### src/rtl/core/rbba_pkg.sv
// Shared types and constants for the round-based bank allocator.
// Holds widths, queue entry layout, status codes and the shared ALU interface.
// Depends on nothing; rbba_alu and the top level refer to it by scoped names.
package rbba_pkg;

  localparam int QUEUE_DEPTH = 16;
  localparam int IDX_W       = (QUEUE_DEPTH > 1) ? $clog2(QUEUE_DEPTH) : 1;
  localparam int CNT_W       = $clog2(QUEUE_DEPTH + 1);

  localparam int ID_W    = 16;
  localparam int SIZE_W  = 21;
  localparam int ROUND_W = 16;
  localparam int ALU_W   = SIZE_W + 1;

  localparam logic [SIZE_W-1:0] CAP_RESET = SIZE_W'(1048576);

  // Request actions on the action field
  localparam logic ACT_ALLOC = 1'b0;
  localparam logic ACT_EVICT = 1'b1;

  typedef struct packed {
    logic [ROUND_W-1:0] round;
    logic [ID_W-1:0]    id;
    logic [SIZE_W-1:0]  size;
  } entry_t;

  localparam int ENTRY_W = $bits(entry_t);

  typedef enum logic [2:0] {
    ST_ALLOCATED  = 3'd0,
    ST_NO_SPACE   = 3'd1,
    ST_TOO_LARGE  = 3'd2,
    ST_EVICTED    = 3'd3,
    ST_NO_EVICT   = 3'd4,
    ST_QUEUE_FULL = 3'd5
  } status_t;

  typedef enum logic [1:0] {
    ALU_ADD    = 2'd0,
    ALU_SUBSAT = 2'd1,
    ALU_LT     = 2'd2,
    ALU_EQ     = 2'd3
  } alu_op_t;

  typedef struct packed {
    alu_op_t          op;
    logic [ALU_W-1:0] a;
    logic [ALU_W-1:0] b;
  } alu_req_t;

  typedef struct packed {
    logic [ALU_W-1:0] res;
    logic             flag;
  } alu_rsp_t;

endpackage

### src/rtl/core/rbba_ram.sv
// Generic single-write, single-read RAM with registered read data.
// Holds the eviction queue entries; no dependencies.
module rbba_ram #(
  parameter int WIDTH = 8,
  parameter int DEPTH = 16
) (
  input  logic                                   clk,
  input  logic                                   wr_en,
  input  logic [((DEPTH > 1) ? $clog2(DEPTH) : 1)-1:0] wr_addr,
  input  logic [WIDTH-1:0]                       wr_data,
  input  logic [((DEPTH > 1) ? $clog2(DEPTH) : 1)-1:0] rd_addr,
  output logic [WIDTH-1:0]                       rd_data
);

  logic [WIDTH-1:0] mem [DEPTH];

  always_ff @(posedge clk) begin
    if (wr_en) begin
      mem[wr_addr] <= wr_data;
    end
    rd_data <= mem[rd_addr];
  end

endmodule

### src/rtl/core/rbba_alu.sv
// Shared add / saturating subtract / compare unit for the allocator sequencer.
// Depends on rbba_pkg for the request and response structs.
module rbba_alu (
  input  rbba_pkg::alu_req_t req,
  output rbba_pkg::alu_rsp_t rsp
);

  logic [rbba_pkg::ALU_W-1:0] sum;
  logic [rbba_pkg::ALU_W-1:0] diff;
  logic                       lt;

  assign sum  = req.a + req.b;
  assign diff = req.a - req.b;
  assign lt   = (req.a < req.b);

  always_comb begin
    rsp = '0;
    case (req.op)
      rbba_pkg::ALU_ADD: begin
        rsp.res = sum;
      end
      rbba_pkg::ALU_SUBSAT: begin
        rsp.res = lt ? '0 : diff;
      end
      rbba_pkg::ALU_LT: begin
        rsp.flag = lt;
      end
      rbba_pkg::ALU_EQ: begin
        rsp.flag = (req.a == req.b);
      end
      default: begin
        rsp = '0;
      end
    endcase
  end

endmodule

### src/rtl/core/round_based_bank_allocator.sv
// Round-based bank allocator: top level with the request sequencer.
// Uses rbba_pkg, rbba_alu (shared arithmetic/compare) and rbba_ram (queue store).
//
//   channel | direction | handshake           | payload
//   --------+-----------+---------------------+------------------------------------------
//   in_     | in        | in_valid / in_stall   | action, tile_id, tile_size, round
//   out_    | out       | out_valid / out_stall | status, evicted_tile_id, usage
//   cfg_    | in        | cfg_we                | cfg_wdata -> bank capacity
//
// The queue RAM has a single read port: the id search walks the queue one entry
// at a time (S_SCAN_RD, then S_SCAN_CMP), and the compaction copies one entry at
// a time (S_SHIFT_RD, then S_SHIFT_WR).
// Reset (rst_n low, synchronous) empties the queue, zeroes usage and loads the
// capacity with its full-bank value. RAM contents are not cleared.
// in_stall is high whenever a request is in flight. A finished word waits in the
// output register under out_stall; a new request may be taken meanwhile, and its
// own result holds in the sequencer until the output register frees up.
module round_based_bank_allocator (
  input  logic                           clk,
  input  logic                           rst_n,

  input  logic                           in_valid,
  output logic                           in_stall,
  input  logic                           in_action,
  input  logic [rbba_pkg::ID_W-1:0]      in_tile_id,
  input  logic [rbba_pkg::SIZE_W-1:0]    in_tile_size,
  input  logic [rbba_pkg::ROUND_W-1:0]   in_round,

  output logic                           out_valid,
  input  logic                           out_stall,
  output logic [2:0]                     out_status,
  output logic [rbba_pkg::ID_W-1:0]      out_evicted_tile_id,
  output logic [rbba_pkg::SIZE_W-1:0]    out_usage,

  input  logic                           cfg_we,
  input  logic [rbba_pkg::SIZE_W-1:0]    cfg_wdata
);

  // Sequencer states, one-hot.
  typedef enum logic [13:0] {
    S_IDLE     = 14'b00000000000001,
    S_FIT      = 14'b00000000000010,
    S_SUM      = 14'b00000000000100,
    S_ROOM     = 14'b00000000001000,
    S_SCAN_RD  = 14'b00000000010000,
    S_SCAN_CMP = 14'b00000000100000,
    S_MERGE    = 14'b00000001000000,
    S_SHIFT_RD = 14'b00000010000000,
    S_SHIFT_WR = 14'b00000100000000,
    S_APPEND   = 14'b00001000000000,
    S_HEAD_RD  = 14'b00010000000000,
    S_HEAD_CMP = 14'b00100000000000,
    S_DRAIN    = 14'b01000000000000,
    S_DONE     = 14'b10000000000000
  } state_t;

  localparam logic ACT_ALLOC = rbba_pkg::ACT_ALLOC;
  localparam logic [rbba_pkg::CNT_W-1:0] CNT_FULL = rbba_pkg::CNT_W'(rbba_pkg::QUEUE_DEPTH);
  localparam logic [rbba_pkg::CNT_W-1:0] CNT_ONE  = rbba_pkg::CNT_W'(1);

  state_t                          state_r, state_nxt;
  logic [rbba_pkg::SIZE_W-1:0]     cap_r;
  logic [rbba_pkg::SIZE_W-1:0]     usage_r, usage_nxt;
  logic [rbba_pkg::CNT_W-1:0]      count_r, count_nxt;
  logic [rbba_pkg::CNT_W-1:0]      idx_r, idx_nxt;
  logic                            found_r, found_nxt;
  logic                            act_r;
  logic [rbba_pkg::ID_W-1:0]       id_r;
  logic [rbba_pkg::SIZE_W-1:0]     size_r;
  logic [rbba_pkg::ROUND_W-1:0]    rnd_r;
  logic [rbba_pkg::ROUND_W-1:0]    tr_r, tr_nxt;
  logic [rbba_pkg::ALU_W-1:0]      tmp_r, tmp_nxt;
  rbba_pkg::status_t               status_r, status_nxt;
  logic [rbba_pkg::ID_W-1:0]       ev_id_r, ev_id_nxt;

  logic                            out_valid_r;
  rbba_pkg::status_t               out_status_r;
  logic [rbba_pkg::ID_W-1:0]       out_ev_id_r;
  logic [rbba_pkg::SIZE_W-1:0]     out_usage_r;

  rbba_pkg::alu_req_t              alu_req;
  rbba_pkg::alu_rsp_t              alu_rsp;

  logic                            ram_we;
  logic [rbba_pkg::IDX_W-1:0]      ram_waddr;
  rbba_pkg::entry_t                ram_wdata;
  logic [rbba_pkg::IDX_W-1:0]      ram_raddr;
  logic [rbba_pkg::ENTRY_W-1:0]    ram_rdata;
  rbba_pkg::entry_t                ent;

  logic                            in_take;
  logic                            out_load;
  logic [rbba_pkg::CNT_W:0]        idx_p1;
  logic [rbba_pkg::CNT_W:0]        idx_p2;
  logic [rbba_pkg::CNT_W:0]        cnt_x;
  logic [rbba_pkg::CNT_W-1:0]      app_pos;

  assign ent     = rbba_pkg::entry_t'(ram_rdata);
  assign in_take = in_valid && !in_stall;
  assign idx_p1  = {1'b0, idx_r} + (rbba_pkg::CNT_W + 1)'(1);
  assign idx_p2  = {1'b0, idx_r} + (rbba_pkg::CNT_W + 1)'(2);
  assign cnt_x   = {1'b0, count_r};
  // Re-queued tile reuses the tail slot; a new tile takes the next free one.
  assign app_pos = found_r ? (count_r - CNT_ONE) : count_r;

  rbba_alu u_alu (
    .req (alu_req),
    .rsp (alu_rsp)
  );

  rbba_ram #(
    .WIDTH (rbba_pkg::ENTRY_W),
    .DEPTH (rbba_pkg::QUEUE_DEPTH)
  ) u_queue (
    .clk     (clk),
    .wr_en   (ram_we),
    .wr_addr (ram_waddr),
    .wr_data (ram_wdata),
    .rd_addr (ram_raddr),
    .rd_data (ram_rdata)
  );

  // Read address: the next entry during compaction, else the walk index.
  assign ram_raddr = (state_r == S_SHIFT_RD) ? idx_p1[rbba_pkg::IDX_W-1:0]
                                             : idx_r[rbba_pkg::IDX_W-1:0];

  // Operand select for the shared unit.
  always_comb begin
    alu_req    = '0;
    alu_req.op = rbba_pkg::ALU_ADD;
    case (state_r)
      S_FIT: begin
        alu_req.op = rbba_pkg::ALU_LT;
        alu_req.a  = rbba_pkg::ALU_W'(cap_r);
        alu_req.b  = rbba_pkg::ALU_W'(size_r);
      end
      S_SUM: begin
        alu_req.op = rbba_pkg::ALU_ADD;
        alu_req.a  = rbba_pkg::ALU_W'(usage_r);
        alu_req.b  = rbba_pkg::ALU_W'(size_r);
      end
      S_ROOM: begin
        alu_req.op = rbba_pkg::ALU_LT;
        alu_req.a  = rbba_pkg::ALU_W'(cap_r);
        alu_req.b  = tmp_r;
      end
      S_SCAN_CMP: begin
        alu_req.op = rbba_pkg::ALU_EQ;
        alu_req.a  = rbba_pkg::ALU_W'(ent.id);
        alu_req.b  = rbba_pkg::ALU_W'(id_r);
      end
      S_MERGE: begin
        alu_req.op = rbba_pkg::ALU_LT;
        alu_req.a  = rbba_pkg::ALU_W'(rnd_r);
        alu_req.b  = rbba_pkg::ALU_W'(ent.round);
      end
      S_HEAD_CMP: begin
        alu_req.op = rbba_pkg::ALU_LT;
        alu_req.a  = rbba_pkg::ALU_W'(ent.round);
        alu_req.b  = rbba_pkg::ALU_W'(rnd_r);
      end
      S_DRAIN: begin
        alu_req.op = rbba_pkg::ALU_SUBSAT;
        alu_req.a  = rbba_pkg::ALU_W'(usage_r);
        alu_req.b  = rbba_pkg::ALU_W'(ent.size);
      end
      default: begin
        alu_req = '0;
      end
    endcase
  end

  // Sequencer.
  always_comb begin
    state_nxt  = state_r;
    usage_nxt  = usage_r;
    count_nxt  = count_r;
    idx_nxt    = idx_r;
    found_nxt  = found_r;
    tr_nxt     = tr_r;
    tmp_nxt    = tmp_r;
    status_nxt = status_r;
    ev_id_nxt  = ev_id_r;
    ram_we     = 1'b0;
    ram_waddr  = idx_r[rbba_pkg::IDX_W-1:0];
    ram_wdata  = ent;
    out_load   = 1'b0;

    case (state_r)
      S_IDLE: begin
        if (in_take) begin
          ev_id_nxt = '0;
          idx_nxt   = '0;
          found_nxt = 1'b0;
          if (in_action == ACT_ALLOC) begin
            state_nxt = S_FIT;
          end else if (count_r == '0) begin
            status_nxt = rbba_pkg::ST_NO_EVICT;
            state_nxt  = S_DONE;
          end else begin
            state_nxt = S_HEAD_RD;
          end
        end
      end
      S_FIT: begin
        if (alu_rsp.flag) begin
          status_nxt = rbba_pkg::ST_TOO_LARGE;
          state_nxt  = S_DONE;
        end else begin
          state_nxt = S_SUM;
        end
      end
      S_SUM: begin
        tmp_nxt   = alu_rsp.res;
        state_nxt = S_ROOM;
      end
      S_ROOM: begin
        tr_nxt = rnd_r;
        if (alu_rsp.flag) begin
          status_nxt = rbba_pkg::ST_NO_SPACE;
          state_nxt  = S_DONE;
        end else begin
          state_nxt = S_SCAN_RD;
        end
      end
      S_SCAN_RD: begin
        // End of queue without a match: append, or refuse if full.
        if (idx_r == count_r) begin
          if (count_r == CNT_FULL) begin
            status_nxt = rbba_pkg::ST_QUEUE_FULL;
            state_nxt  = S_DONE;
          end else begin
            state_nxt = S_APPEND;
          end
        end else begin
          state_nxt = S_SCAN_CMP;
        end
      end
      S_SCAN_CMP: begin
        if (alu_rsp.flag) begin
          found_nxt = 1'b1;
          state_nxt = S_MERGE;
        end else begin
          idx_nxt   = idx_p1[rbba_pkg::CNT_W-1:0];
          state_nxt = S_SCAN_RD;
        end
      end
      S_MERGE: begin
        // Keep the later of the queued and requested rounds.
        if (alu_rsp.flag) begin
          tr_nxt = ent.round;
        end
        state_nxt = (idx_p1 < cnt_x) ? S_SHIFT_RD : S_APPEND;
      end
      S_SHIFT_RD: begin
        state_nxt = S_SHIFT_WR;
      end
      S_SHIFT_WR: begin
        ram_we    = 1'b1;
        ram_waddr = idx_r[rbba_pkg::IDX_W-1:0];
        ram_wdata = ent;
        idx_nxt   = idx_p1[rbba_pkg::CNT_W-1:0];
        if (idx_p2 < cnt_x) begin
          state_nxt = S_SHIFT_RD;
        end else if (act_r == ACT_ALLOC) begin
          state_nxt = S_APPEND;
        end else begin
          count_nxt = count_r - CNT_ONE;
          state_nxt = S_DONE;
        end
      end
      S_APPEND: begin
        ram_we          = 1'b1;
        ram_waddr       = app_pos[rbba_pkg::IDX_W-1:0];
        ram_wdata.round = tr_r;
        ram_wdata.id    = id_r;
        ram_wdata.size  = size_r;
        if (!found_r) begin
          count_nxt = count_r + CNT_ONE;
        end
        usage_nxt  = tmp_r[rbba_pkg::SIZE_W-1:0];
        status_nxt = rbba_pkg::ST_ALLOCATED;
        state_nxt  = S_DONE;
      end
      S_HEAD_RD: begin
        state_nxt = S_HEAD_CMP;
      end
      S_HEAD_CMP: begin
        if (alu_rsp.flag) begin
          ev_id_nxt = ent.id;
          state_nxt = S_DRAIN;
        end else begin
          status_nxt = rbba_pkg::ST_NO_EVICT;
          state_nxt  = S_DONE;
        end
      end
      S_DRAIN: begin
        usage_nxt  = alu_rsp.res[rbba_pkg::SIZE_W-1:0];
        status_nxt = rbba_pkg::ST_EVICTED;
        if (CNT_ONE < count_r) begin
          state_nxt = S_SHIFT_RD;
        end else begin
          count_nxt = count_r - CNT_ONE;
          state_nxt = S_DONE;
        end
      end
      S_DONE: begin
        // Hold the result until the output register is free.
        if (!out_valid_r || !out_stall) begin
          out_load  = 1'b1;
          state_nxt = S_IDLE;
        end
      end
      default: begin
        state_nxt = S_IDLE;
      end
    endcase
  end

  always_ff @(posedge clk) begin
    if (!rst_n) begin
      state_r     <= S_IDLE;
      cap_r       <= rbba_pkg::CAP_RESET;
      usage_r     <= '0;
      count_r     <= '0;
      idx_r       <= '0;
      found_r     <= 1'b0;
      out_valid_r <= 1'b0;
    end else begin
      state_r <= state_nxt;
      usage_r <= usage_nxt;
      count_r <= count_nxt;
      idx_r   <= idx_nxt;
      found_r <= found_nxt;
      if (cfg_we) begin
        cap_r <= cfg_wdata;
      end
      if (out_load) begin
        out_valid_r <= 1'b1;
      end else if (!out_stall) begin
        out_valid_r <= 1'b0;
      end
    end
  end

  // Payload registers: no reset.
  always_ff @(posedge clk) begin
    if (in_take) begin
      act_r  <= in_action;
      id_r   <= in_tile_id;
      size_r <= in_tile_size;
      rnd_r  <= in_round;
    end
    tr_r     <= tr_nxt;
    tmp_r    <= tmp_nxt;
    status_r <= status_nxt;
    ev_id_r  <= ev_id_nxt;
    if (out_load) begin
      out_status_r <= status_r;
      out_ev_id_r  <= ev_id_r;
      out_usage_r  <= usage_r;
    end
  end

  assign in_stall            = (state_r != S_IDLE);
  assign out_valid           = out_valid_r;
  assign out_status          = out_status_r;
  assign out_evicted_tile_id = out_ev_id_r;
  assign out_usage           = out_usage_r;

endmodule

### config.mk
export PLATFORM = sky130hd
export DESIGN_NAME = round_based_bank_allocator
export DESIGN_NICKNAME = d
export VERILOG_FILES = /design/src/rtl/core/rbba_pkg.sv /design/src/rtl/core/rbba_ram.sv /design/src/rtl/core/rbba_alu.sv /design/src/rtl/core/round_based_bank_allocator.sv
export SDC_FILE = /design/constraint.sdc
export NUM_CORES = 2
export LEC_CHECK = 0
export BUFFER_PORTS_ARGS = -buffer_cell sky130_fd_sc_hd__buf_2
export CAP_MARGIN = 30
export CORE_MARGIN = 10
export CORE_UTILIZATION = 56
export DETAILED_ROUTE_END_ITERATION = 12
export PLACE_DENSITY_LB_ADDON = 0.2
export SYNTH_ARGS = -nofsm -noshare
export SYNTH_HDL_FRONTEND = slang
export SYNTH_HIERARCHICAL = 1
export SYNTH_SLANG_ARGS = --single-unit
export TNS_END_PERCENT = 30
### constraint.sdc
create_clock -name clk -period 16.3 [get_ports clk]
set_input_delay 4.075 -clock clk [delete_from_list [all_inputs] [get_ports clk]]
set_output_delay 4.075 -clock clk [all_outputs]
set_load 0.02 [all_outputs]
### Word level (Yosys, flattened, before mapping)

Memories as Yosys holds them, arrays and structs flattened. A register that Yosys moved wholly into a read port is not among the register bits.
Index checks and enable logic that the tools add are counted.

* bits in registers: 219
* latch bits: 0
* bits in writable memories: 848
* bits in read-only memories: 0
* bits of input ports: 80
* output and inout port bits: 42
* logic and storage cells: 146
* memories kept: 1

Memories
* u_queue.mem: depth 16, bits a word 53, rd ports 1, clocked after Yosys merged registers in 1, write ports 1, line rbba_ram.sv:15 `logic [WIDTH-1:0] mem [DEPTH];`

* $add $sub $neg: 6
* multipliers: 0
* divide/modulo/power cells: 0
* $lt $le $gt $ge: 4
* equal/unequal tests: 39
* shift-type cells: 0
* multiplexer cells: 56
* bitwise operators: 0
* reduce and logical (&&, ||, !) cells: 22

Operator list (number)
* $pmux W46 S7: 1
* $pmux W14 S14: 1
* $mux W14: 12
* $pmux W16 S2: 2
* $mux W53: 1
* $mux W16: 3
* $pmux W22 S2: 1
* $pmux W21 S2: 1
* $ne A2 B2 Y1 const B: 17
* $mux W5: 6
* $pmux W5 S3: 2
* $mux W3: 8
* $add A22 B22 Y22: 1
* $eq A22 B22 Y1: 1
* $lt A22 B22 Y1: 1
* $mux W22: 1
* $sub A22 B22 Y22: 1
* $pmux W3 S7: 1
* $eq A14 B1 Y1 const B: 1
* $eq A14 B10 Y1 const B: 1
* $eq A14 B11 Y1 const B: 1
* $eq A14 B12 Y1 const B: 1
* $eq A14 B13 Y1 const B: 1
* $eq A14 B14 Y1 const B: 1
* other kinds (38): 60

### Longest topological paths before layout

* depth in word-level cells: 6
* gate-level depth with buffers: 26
* depth with buffers taken out: 22

### Modules after synthesis

Netlist, hierarchy kept.

By module, submodules not included
* rbba_ram: times used 1, cells each 1370, area an instance 32806.5 um^2, sequential area each 26525.4 um^2
* round_based_bank_allocator: times used 1, cells each 1026, area an instance 10359.9 um^2, sequential area each 5895.7 um^2
* rbba_alu: times used 1, cells each 374, area an instance 2573.7 um^2, sequential area each 0.0 um^2

### Worst setup path after synthesis

No wires, ideal clock.

* kind: input -> register
* start point: input in_valid
* end point: register state_r[10]
* setup time: 0.085 ns
* arrival time: 6.853 ns
* required time: 16.215 ns
* path slack: 9.362 ns
* cell stages on the path: 4
* buffers on the path: 0
* cells stage by stage: inv_1 > nor2_1 > nand2_1 > nor3b_1

* cells in the longest elaborated chain, start to end: 3

RTL lines
* start: declaration: line round_based_bank_allocator.sv:22 `input logic in_valid,`
* $logic_and A1 B1 Y1: line round_based_bank_allocator.sv:99 `assign in_take = in_valid && !in_stall;`
* named net in_take: line round_based_bank_allocator.sv:91 `logic in_take;`
* $ne A2 B2 Y1 (no line)
* $reduce_and A2 Y1 (no line)
* end signal: assignment: line round_based_bank_allocator.sv:330 `state_r <= state_nxt;`
* end: declaration: line round_based_bank_allocator.sv:61 `state_t state_r, state_nxt;`

The timed path passes the listed nets, and every way through them passes these cells.
A chain may end at the register's enable or synchronous reset.

### Worst setup path after layout

* start point: register state_r[4]
* end point: output in_stall

* cells in the longest elaborated chain, start to end: 1

RTL lines
* $ne A14 B1 Y1: line round_based_bank_allocator.sv:365 `assign in_stall = (state_r != S_IDLE);`
* end: declaration: line round_based_bank_allocator.sv:23 `output logic in_stall,`

No other way between the ends.

==> results.toml <==
[logic_synthesis]
postSynthAreaPerCell_sq_um = 16.51
synth_top_family_by_area = "multiplexers"
yosysSeqAreaShare_pct = 70.88
top_reg_cell_synth = "sky130_fd_sc_hd__edfxtp_1"
mappedNetlistArea_sq_um = 45740
multiplexer_fraction_of_the_synthesized_cell_area_pct = 11.03
compound_cell_area_share_of_the_yosys_netlist_pct = 7.123
synth_edf_count = 999
synth-seq-cells = 1120
post_synth_and_or_nand_nor_area_fraction_pct = 6.582
synth_async_sr_flop_share_pct = 0
yosys_warnings = 6
syn_nets = 2911
synthXorXnorAreaFrac_pct = 0.4021
synthesis.instances = 2770
synth_cell_type_count = 92
post_synth_fa_ha_maj_area_fraction_pct = 1.701

[detailed_routing]
routed_via_density = 6.614
detailroute.via_count = 26790
wl_per_cell_um = 31.54
detailedRoute.firstPassIterationCount = 6
first_iter_violations = 3548
ant_nets = 0
drt-total-wl_um = 127800
drc = 0

[sta]
timing.slew.headroom_pct = 28.02
max_slew.worst_pin.slew_ns = 1.080
final.setup.tns_ns = 0
fin_crit_sh_pct = 40.01
final-setup-viol-count = 0
worst_hold_slack_ns = 0.4163
report.final.slew_viol_count = 0
hold_viol_final = 0
fmax_ghz = 0.1534
setup_repair_after_global_routing_missed_its_margin = "no"
timing.final.crit_period_ns = 6.521
clock_skew_ns = 0.04538

[die]
num_rows = 104
floorplan.die_area_sq_um = 93510
io_pins = 122
design.core.area_sq_um = 80810
starting_density_pct = 56.60
die_span_y_um = 305.8
die_x_um = 305.8

[layout]
syn_to_final_growth_pct = 12.04
num_antenna_cells = 0
final_layout_size_suffix_gt1_share_pct = 20.93
fin_nets = 3037

[job]
max_cap_violations = 0

[worst_setup_path]
critical_path.max_stage_delay_ns = 0.62
worstPathBufferInverterCount = 1
critical_path.max_fanout = 10
critPathLaunch = "state_r[4]"
timing.critical_path.to_type = "output pin"
crit-reg2reg-launch = "state_r[12]"
timing.setup.critical_path_class = "reg -> out"
timing.critical_path.cells = "nor4_4, nand4_1, buf_2"
start_kind = "flip-flop"
worstPathArrival_ns = 2.45
path_delay_family = "simple AND/OR/NAND/NOR gates"
timing.critical_path.required_ns = 12.23
critical_path.slowest_cell = "sky130_fd_sc_hd__nor4_4"

[worst_hold_path]
hold_path_startpoint = "status_r[0]"
hold_path_class = "reg -> reg"

[cts]
cts.htree.levels = 3
clock_insertion_delay_worst_skew_ns = 0.70
postCtsHoldBufs = 0
cts.path.max_buffers = 3
postCtsSetupRepairBufs = 0
tritoncts_clock_tree = "built"
clkTransAtPathRegs_ns = 0.06
clk_tree_root_cell = "sky130_fd_sc_hd__clkbuf_16"
postCtsResizedCells = 0
cts.sinks = 1120
numCtsBuffers = 108

[global_routing]
busiest_layer = "met2"
gr-usage-met2_pct = 41.25
initial_antenna_violation_count = 4
grt_overflow_total = 0
globalRouteMet3Util_pct = 5.648
grt_max_degree = 96
vias_in_the_first_global_route = 26300
grt_usage_pct = 27.15
global_routing_met1_resource_utilization_pct = 39.19
first_pass_grt_wire_length_um = 186200

[placed_design]
gp_congestion = 0.9455
numPortBuffers = 121
dp_hpwl_um = 76990

[power_and_ir_drop]
leakagePower_nw = 17.16
vdd.ir_drop.worst_v = 0.00008952
fin_total_pwr_w = 0.005801
power_per_cell_area_nw_per_um2 = 113.2

[status]
outcome = "finished clean"
worst register-to-register path: stages, from the launching register on:
cell and delay (ns):
sky130_fd_sc_hd__dfxtp_1 0.37, sky130_fd_sc_hd__nor2_1 0.60, sky130_fd_sc_hd__nand2_1 0.32, sky130_fd_sc_hd__nor2_1 0.31, sky130_fd_sc_hd__and4b_1 0.23, sky130_fd_sc_hd__buf_4 0.42
sky130_fd_sc_hd__nand2_1 0.16, sky130_fd_sc_hd__nand4_1 0.12, sky130_fd_sc_hd__inv_1 0.06, sky130_fd_sc_hd__ha_1 0.51, sky130_fd_sc_hd__a2111o_1 0.50, sky130_fd_sc_hd__a211o_1 0.28
sky130_fd_sc_hd__and2_4 0.17, sky130_fd_sc_hd__a211o_1 0.29, sky130_fd_sc_hd__a21oi_1 0.21, sky130_fd_sc_hd__nand2b_1 0.08, sky130_fd_sc_hd__a21oi_1 0.13, sky130_fd_sc_hd__buf_4 0.20
sky130_fd_sc_hd__mux2_2 0.36, sky130_fd_sc_hd__nor4_1 0.74
Yosys cell counts (all sizes together), types with 11 or more instances:
cell type | number | area (sq um)
clkbuf | 70 | 262.8
and2 | 24 | 155.2
nor4 | 14 | 123.9
a221oi | 12 | 148.9
nand2b | 14 | 102.6
mux2i | 25 | 250.2
nand4 | 30 | 187.7
a21oi | 84 | 450.4
a22oi | 189 | 1419
nor3 | 26 | 140.1
a21o | 12 | 90.09
xnor2 | 13 | 113.9
dfxtp | 121 | 2422
mux4 | 212 | 4775
nand3 | 24 | 130.1
edfxtp | 999 | 30000
buf | 95 | 553.0
ha | 59 | 738.2
nand2 | 372 | 1396
nor2 | 107 | 404.1
o21ai | 35 | 182.7
inv | 59 | 221.5
a31oi | 11 | 75.07
where the power goes:
group / internal, W / switching (W)
combinational: 0.0000407 / 0.0000835
clock: 0.00145 / 0.00107
sequential: 0.00312 / 0.0000322
metal layers:
| metal | vias to the layer above | part of all wire, % |
|---|---|---|
| met1 | 13840 | 40 |
| met5 | - | 0.0078 |
| li1 | 11200 | - |
| met3 | 233 | 10 |
| met2 | 1519 | 46 |
| met4 | 2 | 3.5 |
placed cells by master, fill, tap and decap left out, types with 20 or more instances in the layout:
| cell | instances |
|---|---|
| sky130_fd_sc_hd__nand2_1 | 372 |
| sky130_fd_sc_hd__mux4_2 | 212 |
| sky130_fd_sc_hd__buf_4 | 53 |
| sky130_fd_sc_hd__ha_1 | 59 |
| sky130_fd_sc_hd__and2_1 | 21 |
| sky130_fd_sc_hd__dfxtp_1 | 121 |
| sky130_fd_sc_hd__o21ai_0 | 31 |
| sky130_fd_sc_hd__nand3_1 | 22 |
| sky130_fd_sc_hd__clkbuf_16 | 109 |
| sky130_fd_sc_hd__nor2_1 | 90 |
| sky130_fd_sc_hd__a21oi_1 | 77 |
| sky130_fd_sc_hd__mux2i_1 | 25 |
| sky130_fd_sc_hd__nand4_1 | 30 |
| sky130_fd_sc_hd__edfxtp_1 | 999 |
| sky130_fd_sc_hd__buf_2 | 121 |
| sky130_fd_sc_hd__clkinv_2 | 20 |
| sky130_fd_sc_hd__clkbuf_1 | 30 |
| sky130_fd_sc_hd__inv_1 | 58 |
| sky130_fd_sc_hd__a22oi_1 | 189 |
worst paths after layout:
path	to	slack, ns	depth (start not counted)
worst min-delay path	out_status[0]	0.42	0
worst min register to register	out_status[0]	0.42	0
worst max-delay path	in_stall	9.78	3
worst max register to register	status_r[1]	9.87	19
cell type report:
cell class,count,area [sq um]
Fill cell,5639,29560
Sequential cell,1120,32420
Tap cell,1060,1326
Clock inverter,54,600.6
Timing Repair Buffer,181,1180
Multi-Input combinational cell,1426,12490
Clock buffer,151,3005
Inverter,59,221.5
sequential cells by signal, indices dropped and copies added (netlist names):
name and count:
u_queue/rd_data 53, cap_r 21, usage_r 21, id_r 16
out_status 3, idx_r 5, tmp_r 22, out_evicted_tile_id 16
found_r 1, ev_id_r 16, tr_r 16, size_r 21
act_r 1, state_r 14, status_r 3, count_r 5
rnd_r 16, u_queue/mem 848, out_valid 1, out_usage 21
per-stage QoR:
| stage | cells | area [sq um] | setup slack [ns] | utilization (%) |
|---|---|---|---|---|
| 3_3_place_gp | 3839 | 47460 | 9.987 | 58.74 |
| 2_1_floorplan | 2770 | 45740 | 9.362 | - |
| 3_5_place_dp | 3844 | 47590 | 10.04 | 58.89 |
| 4_1_cts | 4049 | 51190 | 9.729 | 63.35 |
| 6_report | 4051 | 51250 | 9.779 | 63.42 |
| 5_1_grt | 4051 | 51250 | 9.421 | 63.42 |
logic make-up (layout without fill, tap and decap cells):
group / Yosys count / after routing
AOI/OAI and AO/OA: 443 / 443
xor gates and xnor gates: 21 / 21
adders and majority gates: 61 / 61
buffers and inverters: 224 / 445
DFF: 1120 / 1120
muxes: 239 / 239
other: 1 / 1
and+or+nand+nor: 661 / 661
Note: power is estimated with default switching activity, not from simulation.
